[config.mk]
export PLATFORM = sky130hd
export DESIGN_NAME = hma_divider
export DESIGN_NICKNAME = d
export VERILOG_FILES = /design/src/rtl/hma_pkg.sv /design/src/rtl/hma_divider.sv
export SDC_FILE = /design/constraint.sdc
export NUM_CORES = 1
export LEC_CHECK = 0
export ABC_CLOCK_PERIOD_IN_PS = 4410
export BUFFER_PORTS_ARGS = -buffer_cell sky130_fd_sc_hd__buf_2
export CELL_PAD_IN_SITES_DETAIL_PLACEMENT = 0
export CELL_PAD_IN_SITES_GLOBAL_PLACEMENT = 1
export CORE_MARGIN = 1
export CORE_UTILIZATION = 47
export DETAILED_ROUTE_END_ITERATION = 10
export PLACE_DENSITY = 0.83
export SYNTH_ARGS = -nofsm -noshare
export SYNTH_HDL_FRONTEND = slang
export SYNTH_SLANG_ARGS = --single-unit
export TNS_END_PERCENT = 5
[constraint.sdc]
create_clock -name clk -period 4.41 [get_ports clk]
set_input_delay 0.2205 -clock clk [delete_from_list [all_inputs] [get_ports clk]]
set_output_delay 0.2205 -clock clk [all_outputs]
set_load 0.005 [all_outputs]
[src/rtl/hma_pkg.sv]
// Package for the histogram and moment engine: widths, opcodes, status codes.
// No dependencies; used by hma_divider, histogram_moment_accumulator_core, hma_checker and the test.
package hma_pkg;
	localparam int DefChannels = 32;
	localparam int DefBins     = 256;
	localparam int ChW   = 5;
	localparam int SelW  = 8;
	localparam int StepW = 24;

	localparam logic [1:0] OP_LOAD  = 2'd0;
	localparam logic [1:0] OP_SAMP  = 2'd1;
	localparam logic [1:0] OP_RBIN  = 2'd2;
	localparam logic [1:0] OP_RMOM  = 2'd3;

	localparam logic [2:0] ST_BINNED = 3'd0;
	localparam logic [2:0] ST_HIGH   = 3'd1;
	localparam logic [2:0] ST_LOW    = 3'd2;
	localparam logic [2:0] ST_SKIP   = 3'd3;
	localparam logic [2:0] ST_DONE   = 3'd4;

	localparam logic [2:0] REG_FIRST_STEP = 3'd0;
	localparam logic [2:0] REG_BINS       = 3'd1;
endpackage

[src/rtl/hma_divider.sv]
// Restoring unsigned divider, one quotient bit per cycle.
// Depends on hma_pkg (imported for house consistency of widths).
module hma_divider import hma_pkg::*; #(
	parameter int NumW = 42,
	parameter int DenW = 33
) (
	input  logic            clk,
	input  logic            arst_n,
	input  logic            start,
	input  logic [NumW-1:0] num,
	input  logic [DenW-1:0] den,
	output logic            done,
	output logic [NumW-1:0] quo
);
	localparam int CntW = $clog2(NumW + 1);
	logic [NumW-1:0] quo_q;
	logic [DenW:0]   rem_q;
	logic [DenW-1:0] den_q;
	logic [CntW-1:0] cnt_q;
	logic            busy_q;
	logic [DenW:0]   trial;

	assign trial = {rem_q[DenW-1:0], quo_q[NumW-1]} - {1'b0, den_q};

	always_ff @(posedge clk or negedge arst_n) begin
		if (!arst_n) begin
			busy_q <= 1'b0;
			cnt_q  <= '0;
		end else if (start) begin
			busy_q <= 1'b1;
			cnt_q  <= CntW'(NumW);
		end else if (busy_q) begin
			cnt_q <= cnt_q - 1'b1;
			if (cnt_q == CntW'(1)) busy_q <= 1'b0;
		end
	end

	// one shift-subtract step per cycle
	always_ff @(posedge clk) begin
		if (start) begin
			quo_q <= num;
			rem_q <= '0;
			den_q <= den;
		end else if (busy_q) begin
			if (!trial[DenW]) begin
				rem_q <= trial;
				quo_q <= {quo_q[NumW-2:0], 1'b1};
			end else begin
				rem_q <= {rem_q[DenW-1:0], quo_q[NumW-1]};
				quo_q <= {quo_q[NumW-2:0], 1'b0};
			end
		end
	end

	assign done = busy_q && cnt_q == CntW'(1);
	assign quo  = quo_q;
endmodule

==> results of run 1 <==
-- registers in the layout (all words and copies together), names as in the netlist --
name	flops
busy_q	1
quo	42
cnt_q	6
rem_q	33
den_q	33
-- final timing paths --
| kind | endpoint | depth (start not counted) |
|---|---|---|
| min | quo[4] | 2 |
| min reg2reg | rem_q[29] | 2 |
| min in group asynchronous | cnt_q[0] | 2 |
| max | rem_q[27] | 11 |
| max in group asynchronous | busy_q | 2 |
| max reg2reg | rem_q[27] | 11 |
-- cells in the mapped netlist, types with 8 or more instances --
library cell / number / share of area [%]
edfxtp_1: 75 / 34
nand2_1: 67 / 3.8
inv_1: 44 / 2.5
mux2_2: 41 / 7.1
ha_1: 35 / 6.7
nor2_1: 35 / 2.0
dfxtp_1: 33 / 10
a21oi_1: 30 / 2.3
nand3_1: 26 / 2.0
o21ai_0: 23 / 1.8
clkbuf_1: 17 / 0.98
xor2_1: 14 / 1.9
a21o_1: 13 / 1.5
xnor2_1: 13 / 1.7
nand2b_1: 11 / 1.1
a311oi_1: 10 / 1.3
nand4_1: 9 / 0.86
and3_1: 8 / 0.77
-- per-stage QoR --
| step | worst slack (ns) | hold slack [ns] | total power [mW] | util, % | instance area, um2 |
|---|---|---|---|---|---|
| final | 0.877 | 0.0993 | 2.97 | 60.9 | 8160 |
| after global routing | 0.732 | 0.0867 | 3.08 | 60.9 | 8160 |
| after CTS | 0.910 | 0.0816 | 2.99 | 60.9 | 8160 |
| after detailed placement | 0.936 | 0.0627 | 1.60 | 54.0 | 7240 |
| after global placement | 1.01 | 0.0602 | 1.59 | 54.0 | 7240 |
| after floorplan | 1.59 | -0.0751 | 1.47 | - | 6530 |
-- layout make-up --
cell class | instances | share of cell area (%)
well taps | 176 | 2.70
inverters | 44 | 2.02
repair buffers | 160 | 12.1
clock inverters | 15 | 1.90
flip-flops and latches | 115 | 37.8
multi-input cells | 436 | 38.2
clock buffers | 17 | 5.21
-- power by group through the flow --
| stage | Clock, mW | Combinational [mW] | Sequential, mW |
|---|---|---|---|
| global route | 1.43 | 0.373 | 1.28 |
| CTS | 1.39 | 0.339 | 1.27 |
| detailed placement | 0 | 0.312 | 1.29 |
| finish | 1.37 | 0.337 | 1.27 |
| global placement | 0 | 0.305 | 1.29 |
| floorplan | 0 | 0.187 | 1.29 |
-- placed cells by master (no fill, tap or decap), types with 3 or more instances in the layout --
cell type,instances
o211ai_1,5
dlygate4sd3_1,34
o21ai_0,23
nor2b_1,5
clkbuf_16,17
xnor2_1,13
dfrtp_1,7
clkinv_1,3
mux2_2,41
nand2_1,67
buf_2,119
nand4b_1,3
nand3_1,26
xor2_1,14
nor2_1,34
inv_6,5
a41o_1,3
a31oi_1,5
inv_1,44
and2_1,3
o311ai_0,6
a21o_1,13
nor3_1,7
nand2b_1,11
a311oi_1,10
ha_1,35
clkinvlp_4,3
and3_1,8
a211o_1,3
or3_1,3
buf_4,7
edfxtp_1,75
o21bai_1,3
a21oi_1,30
o21ai_1,4
nand4_1,9
dfxtp_1,33
-- worst register-to-register path: cells and delay by family (launching register included) --
kind / cells / cell delay (ns)
AO/OA/AOI/OAI: 7 / 1.47
XOR/XNOR: 1 / 0.38
adder cells (fa/ha/maj): 1 / 0.49
buffers and inverters: 1 / 0.34
flip-flops: 1 / 0.36
AND/OR/NAND/NOR: 1 / 0.41
-- what timing repair did --
item / 4_1_cts / 5_1_grt
hold buffers: 34 / 0
endpoints found under the hold margin: 40 / 0
gates resized for setup: 0 / 0
-- per-layer routing --
metal,track usage [%],up-vias
li1,-,2597
met1,29.0,2555
met2,37.2,161
met3,5.56,25
met4,9.92,0
met5,0,-
-- cells by family after synthesis --
family	share of synthesized area, %
buffers and inverters	5.04
xor gates and xnor gates	4.12
muxes	7.22
DFF	47.3
and+or+nand+nor	14.0
AOI/OAI and AO/OA	15.3
adders and majority gates	7.01
==> Flow_metrics.wiki, run 1 <==
{| class="wikitable"
! Metric !! Value
|-
| Status || finished clean
|-
| DP Cell Count || 897
|-
| Portion of the clock cycle consumed by the worst path in the final layout || about four fifths
|-
| Setup TNS after final layout || 0 ns
|-
| Net switching power figure || 0.735 mW
|-
| Clock share of power || 46.0%
|-
| Final standard cell count with taps included and fillers excluded || approximately 960
|-
| Maximum clock insertion buffer count || 2
|-
| YS warnings || 0
|-
| Antenna diode count || 0
|-
| Number of enable-type register cells in the synthesized netlist || 75
|-
| Fraction of final layout cells with drive strength greater than 1 || 26.8%
|-
| Largest net degree at the start of global routing || 63
|-
| Die span in y || about 120 um
|-
| Routed length on met3 || 884 um
|-
| Post-synth design cell area || approximately 6500 um2
|-
| Starting density of the core || between 40% and 50%
|-
| Register area share after synthesis || a little under half
|-
| Count of clock tree sinks || 115
|-
| Met1 Wirelength || ~7000 um
|-
| Via count of the first global-routing pass || 5365
|-
| Critical path's top delay family || compound AO/OA/AOI/OAI gates
|-
| Ys async rst share || 6.09%
|-
| H-tree levels || 4
|-
| Path type of the worst min-delay path || in -> reg
|-
| Fin. max-slew vios || 0
|-
| Post-synth net total || 740
|-
| Final GP Congestion || 0.900
|-
| GRT Total Usage || between 20% and 30%
|-
| Final number of hold-violating endpoints || 0
|-
| Shortest period the worst path allows || 3.53 ns
|-
| Area enclosed by the die boundary || 14400 um2
|-
| Total of fill cells in the finished design || 1187
|-
| MaxCap Viol Count || 0
|-
| Worst path slowest cell || ha_1
|-
| Register-to-register setup slack || 0.88 ns
|-
| Worst Clk Skew || 0.0102 ns
|-
| Register bit total from synthesis || ~120
|-
| Synth-to-layout area growth || 24.9%
|-
| Hold wc startpoint || num[4]
|-
| HPWL Detailed || 10800 um
|-
| Number of antenna violations at the first check in global routing || 0
|-
| Data arrival time at the worst-slack endpoint || 3.86 ns
|-
| Max layer used || met4
|-
| Sequential power share || 42.7%
|-
| Worst vdd ir || 343 uV
|-
| Beginning of the worst register-to-register path || rem_q[27]
|-
| Length of routed met2 wiring || 7630 um
|-
| Inserted Clock Buffers || 17
|-
| Kind of start point of the critical path || register
|-
| Commonest register cell after synthesis || edfxtp_1
|-
| Setup repair after global routing missed its margin || false
|-
| Clock Pin Slew Worst Setup and Hold Paths || 0.06 ns
|-
| Area taken by flip-flops and latches || between 3000 and 4000 um2
|-
| # nets final || 888
|-
| Area of combinational cells with multiple inputs || 3120 um2
|-
| DR vias/cell || about 5.5
|-
| Routed wirelength normalized by instance count || 16.5 um
|-
| Clock Latency Late Sink || 0.42 ns
|-
| Cell internal power dissipation || 2.24 mW
|-
| First-pass GRT wire length || between 20000 and 30000 um
|-
| Highest Clock Rate || about 0.28 GHz
|-
| Drt first pass iters || 4
|-
| Power per cell area || 364 nW/um2
|-
| Cell leakage power || 3.61 nW
|-
| Number of setup violations in the final report || 0
|-
| Type of the setup path with the least slack || reg -> reg
|-
| Endpoint class of the critical path || register
|-
| CTS Root Buffer Type || clkbuf_16
|-
| Sum of overflow across all layers after global routing || 0
|-
| Switching portion of total power || between 20% and 30%
|-
| Library cells used by synthesis || 72
|-
| Cell count after synthesis || 626
|-
| Detailed-route DRC error count || 0
|-
| Biggest cell delay along the critical path || 0.49 ns
|-
| Clock tree from TritonCTS || done
|-
| Worst-path maximum fanout || 17
|-
| Input/output buffers || 120
|-
| Cell chain of the critical path || ha_1, a21oi_2, o21ai_1, a211o_1, a21oi_1, or3b_1, o21ai_4, xnor2_2, buf_4, o2111ai_1, a311oi_2
|-
| Launching element of the worst setup path || rem_q[27]
|-
| Cell Rows || 42
|-
| Starting DRC count in detailed routing || 279
|-
| Number of buffers inserted by post-CTS setup repair || 0
|-
| Number of placed I/O pins || between 100 and 150
|-
| Core Region || 13400 um2
|-
| Vias || between 5000 and 6000
|-
| Syn_area_per_cell || 10.4 um2
|-
| Wirelength, routed || around 16000 um
|-
| Die X-Extent || 120 um
|-
| Worst-Margin Slew || between 1 and 1.5 ns
|-
| Relative max-transition margin || between 20% and 30%
|-
| Number of buffers and inverters on the critical path || 1
|-
| CP Data Required Time || between 4 and 5 ns
|-
| ANT nets after route || 0
|-
| Share of total power in combinational logic || 11.3%
|}
Power figures use the tool's default switching activity.
==> inputs of run 2 (changes only) <==
ABC_CLOCK_PERIOD_IN_PS = 3300   (was 4410)
CORE_UTILIZATION = 44   (was 47)
PLACE_DENSITY = 0.78   (was 0.83)
clock period = 3.3 ns   (was 4.41 ns; I/O delays follow)
==> Flow_metrics.wiki, run 2 (same netlist as run 1, synthesis figures left out) <==
{| class="wikitable"
! Metric !! Value
|-
| Status || finished clean
|-
| Biggest cell delay along the critical path || 0.41 ns
|-
| Net switching power figure || about 0.97 mW
|-
| GRT Total Usage || 20.8%
|-
| CTS Root Buffer Type || clkbuf_16
|-
| Critical path's top delay family || compound AO/OA/AOI/OAI gates
|-
| Starting density of the core || 44.9%
|-
| Met1 capacity usage during global routing || 26.9%
|-
| Routed wirelength normalized by instance count || 15.5 um
|-
| Shortest period the worst path allows || 3.08 ns
|-
| Area enclosed by the die boundary || 15300 um2
|-
| Setup repair after global routing missed its margin || false
|-
| Worst-path maximum fanout || 23
|-
| Share of total power in combinational logic || 11.6%
|-
| Detailed-route DRC error count || 0
|-
| Cell Rows || 44
|-
| Sequential power share || 42.7%
|-
| Portion of the clock cycle consumed by the worst path in the final layout || 93.4%
|-
| Fraction of final layout cells with drive strength greater than 1 || 28.4%
|-
| Endpoint class of the critical path || register
|-
| DP Cell Count || ~900
|-
| Inserted Clock Buffers || 17
|-
| Worst path slowest cell || or3b_1
|-
| Clock tree from TritonCTS || done
|-
| Relative max-transition margin || approximately 48%
|-
| Worst vdd ir || 387 uV
|-
| DR vias/cell || 5.33
|-
| Number of setup violations in the final report || 0
|-
| Largest net degree at the start of global routing || 63
|-
| Input/output buffers || 120
|-
| Final standard cell count with taps included and fillers excluded || 984
|-
| Final GP Congestion || about 0.84
|-
| Number of buffers inserted by post-CTS setup repair || 0
|-
| Antenna diode count || 0
|-
| Via count of the first global-routing pass || 5090
|-
| Sum of overflow across all layers after global routing || 0
|-
| Switching portion of total power || 24.4%
|-
| MaxCap Viol Count || 0
|-
| Drt first pass iters || 5
|-
| Die span in y || 124 um
|-
| Hold_ws || 0.0350 ns
|-
| Number of buffers and inverters on the critical path || 2
|-
| Core Region || 14500 um2
|-
| Count of clock tree sinks || 115
|-
| Final number of hold-violating endpoints || 0
|-
| Clock Pin Slew Worst Setup and Hold Paths || 0.06 ns
|-
| Clock share of power || between 40% and 50%
|-
| HPWL Detailed || ~11000 um
|-
| Kind of start point of the critical path || register
|-
| Routing usage on met3 || 4.81%
|-
| Cell chain of the critical path || inv_1, ha_1, and3_1, a211o_1, a21oi_1, or3b_1, o21ai_4, xnor2_2, buf_12, o2111ai_1, a311oi_2
|-
| Number of flip-flops under the largest register name || 42
|-
| Maximum clock insertion buffer count || 2
|-
| Die X-Extent || 124 um
|-
| Most frequent standard cell in the layout excluding fill and tap cells || buf_2
|-
| Cell internal power dissipation || 3.00 mW
|-
| Data arrival time at the worst-slack endpoint || 3.42 ns
|-
| ANT nets after route || 0
|-
| Pre-CTS setup slack || roughly 0.26 ns
|-
| CP Data Required Time || 3.63 ns
|-
| First-pass GRT wire length || 24300 um
|-
| Commonest non-fill, non-tap cells in the layout || buf_2 (119), edfxtp_1 (75), nand2_1 (67)
|-
| GR Util met2 || 33.3%
|-
| Type of the setup path with the least slack || reg -> reg
|-
| Number of antenna violations at the first check in global routing || 0
|-
| # nets final || between 900 and 1000
|-
| Vias || 5243
|-
| Fin. max-slew vios || 0
|-
| H-tree levels || 4
|-
| Setup TNS after final layout || 0 ns
|-
| Path type of the worst min-delay path || in -> reg
|-
| Wirelength, routed || between 15000 and 20000 um
|-
| Worst Clk Skew || 0.0122 ns
|-
| Synth-to-layout area growth || 27.1%
|-
| Worst-Margin Slew || 0.773 ns
|-
| Power per cell area || 478 nW/um2
|-
| Cell leakage power || 3.68 nW
|-
| Global routing's busiest layer || met2
|-
| Worst Slack Setup Final || 0.217 ns
|-
| Highest Clock Rate || 0.324 GHz
|-
| Starting DRC count in detailed routing || around 360
|-
| Clock Latency Late Sink || 0.43 ns
|-
| Number of placed I/O pins || 121
|}
run 2: cell type report:
type                            count  area [um2]
Fill cell                        1332        6230
Multi-Input combinational cell    436        3120
Sequential cell                   115        3090
Timing Repair Buffer              174        1120
Clock buffer                       17         425
Tap cell                          184         230
Inverter                           44         165
Clock inverter                     14         153
run 2: layer usage:
layer  wire [um]  part of all wire (%)
met1        7110                    47
met2        7420                    49
met3         522                   3.4
met4         216                   1.4
met5           0                     0
run 2: power groups by stage:
stage                     logic (mW)  registers (mW)  clock network (mW)
final                          0.461            1.69                1.81
after global routing           0.514            1.71                1.91
after CTS                      0.462            1.69                1.86
after detailed placement       0.428            1.72                   0
after global placement         0.423            1.72                   0
after floorplan                0.250            1.72                   0
run 2: through the flow:
stage | utilization [%] | instance area (um2) | power [mW]
after detailed placement | 50.8 | 7380 | 2.15
after global routing | 57.1 | 8300 | 4.13
final | 57.1 | 8300 | 3.96
after floorplan | - | 6530 | 1.97
after global placement | 50.8 | 7380 | 2.14
after CTS | 57.1 | 8300 | 4.01
run 2: path summary, 6_finish.rpt:
| path | from | endpoint | slack (ns) | depth (start not counted) |
|---|---|---|---|---|
| worst max-delay path | den_q[30] | rem_q[27] | 0.22 | 11 |
| worst min-delay path | num[15] | quo[15] | 0.04 | 2 |
| worst max register to register | den_q[30] | rem_q[27] | 0.22 | 11 |
| worst min register to register | rem_q[29] | rem_q[29] | 0.48 | 2 |
| max in group asynchronous | arst_n | cnt_q[5] | 3.01 | 2 |
| min in group asynchronous | arst_n | cnt_q[4] | 0.13 | 2 |
run 2: what timing repair did:
item / CTS / global route
setup endpoints to repair: 0 / 3
hold endpoints to repair: 40 / 0
hold buffers: 34 / 0
gates resized for setup: 0 / 1
==> inputs of run 3 (changes only) <==
--- a/config.mk
+++ b/config.mk
@@ -12,6 +12,8 @@
 export CORE_MARGIN = 1
 export CORE_UTILIZATION = 44
+export CTS_CLUSTER_SIZE = 16
 export DETAILED_ROUTE_END_ITERATION = 10
 export PLACE_DENSITY = 0.78
+export SLEW_MARGIN = 5
 export SYNTH_ARGS = -nofsm -noshare
 export SYNTH_HDL_FRONTEND = slang
==> constraint.sdc (replaced) <==
create_clock -name clk -period 3.3 [get_ports clk]
set_input_delay 0.165 -clock clk [delete_from_list [all_inputs] [get_ports clk]]
set_output_delay 0.165 -clock clk [all_outputs]
set_load 0.1 [all_outputs]
==> Flow_metrics.wiki, run 3 (same netlist as run 1, synthesis figures left out) <==
{| class="wikitable"
! Metric !! Value
|-
| Path type of the worst min-delay path || in -> reg
|-
| Cell chain of the critical path || ha_1, and3_1, a211o_1, a21oi_1, or3b_1, o21ai_4, xnor2_2, buf_4, nand2_1, a32o_1
|-
| Critical path's top delay family || compound AO/OA/AOI/OAI gates
|-
| Cell depth of the worst setup path || 10
|-
| Clock tree from TritonCTS || done
|-
| Number of buffers and inverters on the critical path || 1
|-
| Portion of the clock cycle consumed by the worst path in the final layout || a little over nine tenths
|-
| Relative max-transition margin || 46.0%
|-
| Share of the core filled with cells in the final layout || 57.1%
|-
| DR vias/cell || 5.33
|-
| Commonest non-fill, non-tap cells in the layout || buf_2 (119), edfxtp_1 (75), nand2_1 (67)
|-
| ANT nets after route || 0
|-
| Clock Latency Late Sink || 0.42 ns
|-
| Die X-Extent || 124 um
|-
| Area enclosed by the die boundary || 15300 um2
|-
| Fraction of final layout cells with drive strength greater than 1 || 28.4%
|-
| Worst vdd ir || 480 uV
|-
| Routed wirelength normalized by instance count || 15.9 um
|-
| Total non-filler cell area in the finished layout || 8300 um2
|-
| Via count of the first global-routing pass || 5149
|-
| Shortest period the worst path allows || 3.14 ns
|-
| Wirelength, routed || 15700 um
|-
| Die span in y || 124 um
|-
| Setup repair after global routing missed its margin || false
|-
| Fin. max-slew vios || 0
|-
| Starting density of the core || between 40% and 50%
|-
| Hold_ws || 0.0437 ns
|-
| MaxCap Viol Count || 0
|-
| Clock Pin Slew Worst Setup and Hold Paths || 0.06 ns
|-
| GRT Total Usage || 21.4%
|-
| Largest net degree at the start of global routing || 65
|-
| Worst-path maximum fanout || 10
|-
| Cell leakage power || 3.68 nW
|-
| Worst-Margin Slew || 0.810 ns
|-
| Highest Clock Rate || 0.319 GHz
|-
| Inserted Clock Buffers || 17
|-
| Antenna diode count || 0
|-
| Final number of hold-violating endpoints || 0
|-
| Maximum clock insertion buffer count || 2
|-
| Drt first pass iters || 5
|-
| Core Region || 14500 um2
|-
| Launching element of the worst setup path || rem_q[29]
|-
| Starting DRC count in detailed routing || 398
|-
| Status || finished clean
|-
| # nets final || approximately 900
|-
| Biggest cell delay along the critical path || 0.42 ns
|-
| Worst Clk Skew || 0.00833 ns
|-
| Setup TNS after final layout || 0 ns
|-
| Count of clock tree sinks || 115
|-
| Kind of start point of the critical path || register
|-
| Synth-to-layout area growth || 27.0%
|-
| H-tree levels || 4
|-
| Final GP Congestion || 0.830
|-
| Sum of overflow across all layers after global routing || 0
|-
| HPWL Detailed || 11000 um
|-
| Power per cell area || 531 nW/um2
|-
| Type of the setup path with the least slack || reg -> reg
|-
| Reg2Reg Capture Point || rem_q[1]
|-
| Vias || around 5200
|-
| Most frequent standard cell in the layout excluding fill and tap cells || buf_2
|-
| First-pass GRT wire length || about 25000 um
|-
| Worst Setup EP || rem_q[1]
|-
| Register-to-register setup slack || 0.16 ns
|-
| CP Data Required Time || 3.60 ns
|-
| Detailed-route DRC error count || 0
|-
| Data arrival time at the worst-slack endpoint || 3.44 ns
|-
| Number of placed I/O pins || 121
|-
| Number of buffers inserted by post-CTS setup repair || 0
|-
| Input/output buffers || 120
|-
| Number of antenna violations at the first check in global routing || 0
|-
| Cells on worst reg2reg path || 10
|-
| Cell Rows || 44
|-
| Worst path slowest cell || or3b_1
|-
| Area of placed instances || 7360 um2
|-
| Number of setup violations in the final report || 0
|-
| Beginning of the worst register-to-register path || rem_q[29]
|-
| CTS Root Buffer Type || clkbuf_16
|-
| Endpoint class of the critical path || register
|-
| Number of flip-flops under the largest register name || 42
|}
==> run 3: cell count changes in the layout (fill, tap and decap cells not counted), sizes merged <==
cell | previous run | this run
clkbuf | 17 | 19
clkinv | 4 | 2
buf | 140 | 139
clkinvlp | 4 | 5
==> run 3: layout make-up <==
class	instances	area (um2)
Inverter	44	165
Fill cell	1289	6230
Tap cell	184	230
Timing Repair Buffer	173	1100
Sequential cell	115	3090
Clock inverter	13	150
Clock buffer	19	443
Multi-Input combinational cell	436	3120
==> run 3: how the worst min path moves through the flow <==
stage	cells past startpoint	to	start	slack (ns)
after global routing	2	quo[13]	num[13]	0.03
final	2	quo[13]	num[13]	0.04
after global placement	1	cnt_q[5]	arst_n	-0.0004
after detailed placement	1	cnt_q[3]	arst_n	0.002
after floorplan	0	busy_q	arst_n	-0.13
after CTS	2	quo[11]	num[11]	0.03
==> run 3: worst register-to-register path: cells and delay by family (launching register included) <==
kind            cells  cell delay [ns]
buf+inv             1             0.29
fa+ha+maj           1             0.38
flops               1             0.34
simple gates        3             0.77
xor+xnor            1             0.25
compound gates      4             0.99
==> run 3: through the flow <==
| step | cells | power (mW) | setup WS [ns] |
|---|---|---|---|
| after floorplan | 626 | 2.37 | 0.0353 |
| after global placement | 918 | 2.54 | 0.293 |
| after detailed placement | 918 | 2.55 | 0.186 |
| after CTS | 984 | 4.44 | 0.170 |
| after global routing | 984 | 4.56 | 0.0162 |
| final | 984 | 4.41 | 0.165 |
==> run 3: where the power goes <==
group / total, mW / internal (mW) / switching, mW
logic: 0.866 / 0.238 / 0.628
clock network: 1.85 / 1.14 / 0.709
registers: 1.69 / 1.65 / 0.0487
total: 4.41 / 3.03 / 1.39
==> run 3: routing by layer <==
metal  vias up  global-route usage (%)  share of wire [%]  wire [um]
li1       2634                       -                  -          -
met1      2441                    27.9                 47       7400
met3        23                    5.95                5.2        819
met5         -                       0                  0          0
met2       147                    33.8                 46       7200
met4         0                    7.91                1.6        255
==> run 3: what timing repair did <==
item / 4_1_cts / 5_1_grt
resized for setup: 0 / 1
hold endpoints to repair: 40 / 0
setup endpoints to repair: 0 / 8
hold buffers: 34 / 0
